[src/design/rv32_pkg.sv]
`timescale 1ns / 1ps
// ----------------------------------------------------------------------------
// RV32IM execute package
// Shared types, opcodes and command structures for the execute block.
// ----------------------------------------------------------------------------
package rv32_pkg;

   localparam logic [6:0] OpLui    = 7'b0110111;
   localparam logic [6:0] OpAuipc  = 7'b0010111;
   localparam logic [6:0] OpJal    = 7'b1101111;
   localparam logic [6:0] OpJalr   = 7'b1100111;
   localparam logic [6:0] OpBranch = 7'b1100011;
   localparam logic [6:0] OpLoad   = 7'b0000011;
   localparam logic [6:0] OpStore  = 7'b0100011;
   localparam logic [6:0] OpImm    = 7'b0010011;
   localparam logic [6:0] OpReg    = 7'b0110011;
   localparam logic [6:0] OpSystem = 7'b1110011;

   localparam logic [6:0] F7Base = 7'b0000000;
   localparam logic [6:0] F7Alt  = 7'b0100000;
   localparam logic [6:0] F7Mul  = 7'b0000001;

   localparam logic [31:0] WordEbreak = 32'h0010_0073;

   localparam logic [2:0] StDone    = 3'd0;
   localparam logic [2:0] StAwait   = 3'd1;
   localparam logic [2:0] StHalt    = 3'd2;
   localparam logic [2:0] StIllegal = 3'd3;
   localparam logic [2:0] StStray   = 3'd4;

   typedef struct packed {
      logic        mode;
      logic [31:0] instruction;
      logic [31:0] pc;
      logic [31:0] load_data;
   } req_type;

   typedef struct packed {
      logic [31:0] next_pc;
      logic        mem_valid;
      logic        mem_write;
      logic [2:0]  mem_bytes;
      logic [31:0] mem_address;
      logic [31:0] store_value;
      logic [2:0]  status;
      logic [31:0] halt_code;
   } rsp_type;

   typedef enum logic [2:0] {
      S_IDLE, S_READ, S_EXEC, S_MUL, S_DSTART, S_DIV, S_DONE
   } state_type;

   typedef struct packed {
      logic capture;
      logic read;
      logic exec;
      logic mul_hi;
      logic div_start;
      logic div_step;
      logic div_finish;
   } cmd_type;

   typedef struct packed {
      logic is_data;
      logic is_mul;
      logic is_div;
      logic div_last;
   } sts_type;

endpackage

[src/design/rv32_control.sv]
`timescale 1ns / 1ps
// ----------------------------------------------------------------------------
// RV32IM execute controller
// Sequences read, execute, multiply and divide steps and the handshake.
// ----------------------------------------------------------------------------
module rv32_control import rv32_pkg::*; (
   input  logic    clock,
   input  logic    reset,
   input  logic    req_valid,
   output logic    req_ready,
   output logic    rsp_valid,
   input  logic    rsp_ready,
   input  sts_type sts,
   output cmd_type cmd
);

   state_type state_ff, state_in;

   always_ff @(posedge clock) begin
      if (reset) state_ff <= S_IDLE;
      else       state_ff <= state_in;
   end

   always_comb begin
      state_in = state_ff;
      case (state_ff)
         S_IDLE: if (req_valid) state_in = S_READ;
         S_READ: begin
            if (sts.is_data)     state_in = S_EXEC;
            else if (sts.is_mul) state_in = S_MUL;
            else if (sts.is_div) state_in = S_DSTART;
            else                 state_in = S_EXEC;
         end
         S_MUL:    state_in = S_EXEC;
         S_DSTART: state_in = S_DIV;
         S_DIV:    if (sts.div_last) state_in = S_EXEC;
         S_EXEC:   state_in = S_DONE;
         S_DONE:   if (rsp_ready) state_in = req_valid ? S_READ : S_IDLE;
         default:  state_in = S_IDLE;
      endcase
   end

   always_comb begin
      cmd        = '0;
      req_ready  = 1'b0;
      rsp_valid  = 1'b0;
      case (state_ff)
         S_IDLE: begin
            req_ready   = 1'b1;
            cmd.capture = req_valid;
         end
         S_READ: begin
            cmd.read = 1'b1;
         end
         S_MUL:    cmd.mul_hi = 1'b1;
         S_DSTART: cmd.div_start = 1'b1;
         S_DIV:    cmd.div_step = 1'b1;
         S_EXEC: begin
            if (!sts.is_data && sts.is_div) cmd.div_finish = 1'b1;
            else                            cmd.exec = 1'b1;
         end
         S_DONE: begin
            rsp_valid   = 1'b1;
            req_ready   = rsp_ready;
            cmd.capture = rsp_ready && req_valid;
         end
         default: ;
      endcase
   end

endmodule

[config.mk]
export PLATFORM = sky130hd
export DESIGN_NAME = rv32_control
export DESIGN_NICKNAME = d
export VERILOG_FILES = /design/src/design/rv32_pkg.sv /design/src/design/rv32_control.sv
export SDC_FILE = /design/constraint.sdc
export NUM_CORES = 1
export LEC_CHECK = 0
export BUFFER_PORTS_ARGS = -buffer_cell sky130_fd_sc_hd__clkbuf_2
export CAP_MARGIN = 0
export CORE_AREA = 2 2 39 41
export DETAILED_ROUTE_END_ITERATION = 8
export DIE_AREA = 0 0 41 43
export GPL_TIMING_DRIVEN = 1
export PLACE_DENSITY = 0.47
export SKIP_CTS_REPAIR_TIMING = 1
export SYNTH_ARGS = -nofsm -noshare
export SYNTH_HDL_FRONTEND = slang
export SYNTH_SLANG_ARGS = --single-unit
[constraint.sdc]
create_clock -name clock -period 1.27 [get_ports clock]
set_clock_uncertainty 0.05 [all_clocks]
set_input_delay 0.1905 -clock clock [delete_from_list [all_inputs] [get_ports clock]]
set_output_delay 0.1905 -clock clock [all_outputs]
set_load 0.005 [all_outputs]
Word level (Yosys, flattened, before mapping) --
Cells that the tools add are included.
Word-level totals: logic and storage cells 34, register bits 3, input port bits 8, output and inout port bits 9
Operators by class: equal/unequal tests 9, mux-type cells 19, reductions and logical operators 5
Operator list (number):
- $pmux 3 s7 | 1
- $mux 3 | 6
- $mux 1 | 10
- $eq 3x3->1 const B | 3
- $eq 3x2->1 const B | 2
- $ne 2x2->1 const B | 3
- $pmux 1 s2 | 2
- $eq 3x1->1 const B | 1
- $logic_not 3->1 | 1
- $reduce_and 3->1 | 1
- $logic_and 1x1->1 | 2
- $logic_not 1->1 | 1

Longest topological paths before layout --
word-level depth 4, gate-level depth with buffers 4

Worst setup path before layout --
OpenSTA, ideal clock, no wires.
path kind flip-flop to output port, start reg state_ff[1], end out cmd[0] (netlist bit), data arrival time 1042 ps, slack -13 ps, cell stages (with the launch flop) 4, path buffers 0, path through dfxtp_1 -> inv_2 -> or3_1 -> nor3b_2
RTL lines:
- start: declaration | RTL line rv32_control.sv:17 | state_type state_ff, state_in;
- start signal: assignment | RTL line rv32_control.sv:21 | else state_ff <= state_in;
- end: declaration | RTL line rv32_control.sv:14 | output cmd_type cmd

==> results.md <==
- Status: finished with violations
- Violated checks: setup timing
- Largest regs: state_ff x3
- Worst Setup Start Kind: flip-flop
- Final setup vio count: 8
- Max Buffers Root-to-Sink: 2
- Die area: 0.00176 mm²
- Via-to-Cell Ratio: 4.70
- Post-Syn Area: 278 µm²
- Std cell rows: 14
- Critical Path Sink Type: output pin
- Top-area cell type share of the netlist area: 0.216
- Top sig layer: met3
- Flops & latches, synth: 3
- Count of cell types in the netlist: 23
- Worst Path Required: 1.03 ns
- Post-synth ARST share: 0
- Reg2Reg Setup Slack: -0.13 ns
- IO Pins: 17
- Worst Hold Launch: reset
- Root cell of the clock tree: clkbuf_4
- Clock sink total: 3
- Yosys warnings: 0
- Slew headroom: 0.831
- Worst Hold End: state_ff[2]
- Final Util: 0.342
- Synth area leader: dfxtp_1
- RSZ-0062 raised after global routing: yes
- Worst setup margin: -0.225 ns
- Relative area change from synthesis to final layout: 70.3%
- Final-stage net count: 72
- Top cells by count, synth: a21oi_1, nor2_1, dfxtp_1, nand2_1, nor3_1
- DRC: 0
- Die W: 41 µm
- Avg Inst Size Synth: 7.31 µm²
- Peak VDD IR: 0.333 mV
- Slowest CP cell: or3_4
- RR Startpoint: state_ff[2]
- Clk slew on worst S/H paths: 0.04 ns
- HP Class: in2reg
- Achievable clock frequency: 0.669 GHz
- Most common flop cell mapped by yosys: dfxtp_1
- Critical R2R Capture: state_ff[1]
- # diodes: 0
- Port-buffer cells: 16
- Post-synthesis cell count: 38
- Met1 wire length: 390 µm
- Share of cells above drive strength 1: 0.603
- CP Max Fanout: 8
- Drt first pass iters: 4
- Post-synth EDFFs: 0
- Worst EP arrival: 1.25 ns
- CTS tree: built
- Fin. max-slew vios: 0
- Worst-margin pin slew: 0.254 ns
- Syn Nets: 46
- Non-Filler Instances: 79
- Largest register by flop count: state_ff
- Wire per inst: 11.1 µm
- Gr usage total: 0.117
- Sequential area share after synthesis: 0.216
- Hold depth: 2
- Synth area leaders: dfxtp_1, a21oi_1, nor3_1
- WHS: 0.119 ns
- H-Tree Depth: 1
- Period utilization: 1.18
- CP Cell Sequence: or3_4 > nor3b_2 > buf_2
- Gpl congestion: 0.799
- Largest net degree at the start of global routing: 10
- Power Density: 1210 mW/mm²
- Final WL: 875 µm
- GRT overflow: 0
- Core area: 0.00138 mm²
- Worst Path Buf+Inv: 1
- Placed Cells: 73
- 1st-iter DRT viols: 5
- Max reg flops: 3
- Initial antenna violation count: 0
- Max-cap violation count: 0
- CTS buffer count: 3
- Critical setup path kind: reg2out
- Max incr delay on CP: 0.37 ns
- Vias in the first global route: 351
- Clk Latency, worst-skew pair: 0.23 ns
- R2R depth: 3
- Dpl ws: -0.127 ns
- Vias post-DR: 371
- DIE HEIGHT: 43 µm
- Initial Utilization: 0.201
- Met2 wire length: 424 µm
- Final ANT Viol Nets: 0
- Top delay family on crit path: simple AND/OR/NAND/NOR gates
- Pleak: 0.230 nW
- Final hold violation count: 0
- Wire length on met3: 60 µm
- First-pass GRT wire length: 1360 µm
- Minimum clock period: 1.50 ns
## through the flow
stage	power [mW]	setup TNS (ns)	instance area (µm²)
finish	0.574	-0.976	473
global route	0.621	-1.61	473
CTS	0.546	-1.68	428
detailed placement	0.370	-0.302	402
global placement	0.371	-0.244	402
floorplan	0.266	0	279
## layer usage
metal,vias to the layer above,GRT usage
met5,-,0
met4,0,0.100
met3,0,0.0366
met2,17,0.166
met1,166,0.134
li1,188,-
## power breakdown
group	switching (mW)	internal, mW
clock network	0.0479	0.118
logic	0.128	0.143
registers	0.0235	0.114
## cell usage in the layout (no fill, tap or decap), types with 2 or more instances in the layout
cell type | netlist | layout
clkbuf_2 | 0 | 12
buf_4 | 0 | 6
nor2_1 | 4 | 4
buf_2 | 0 | 4
nand2_1 | 3 | 3
a21oi_1 | 4 | 3
clkbuf_4 | 0 | 3
inv_2 | 1 | 2
and3_1 | 2 | 2
a31oi_1 | 2 | 2
nor3_1 | 3 | 2
dfxtp_4 | 0 | 2
## cells by family after synthesis
group	Yosys count	synth area share
AND/OR/NAND/NOR	20	0.441
AO/OA/AOI/OAI	10	0.248
buffers and inverters	5	0.0946
flip-flops	3	0.216
## layout make-up
class	instances	area [µm²]
Fill cell	155	911
Clock buffer	4	26.3
Timing Repair Buffer	23	136
Sequential cell	3	68.8
Multi-Input combinational cell	30	210
Inverter	3	11.3
Tap cell	16	20.0
## how the worst max path moves through the flow
stage                start          end  slack (ns)  cells after the start
6_report       state_ff[2]       cmd[0]       -0.23                      3
5_1_grt        state_ff[2]       cmd[0]       -0.27                      3
4_1_cts        state_ff[1]       cmd[0]       -0.32                      4
3_5_place_dp   state_ff[2]  state_ff[1]       -0.13                      3
3_3_place_gp   state_ff[2]  state_ff[1]       -0.14                      3
2_1_floorplan  state_ff[2]       cmd[6]        0.01                      4
Power figures use the tool's default switching activity.
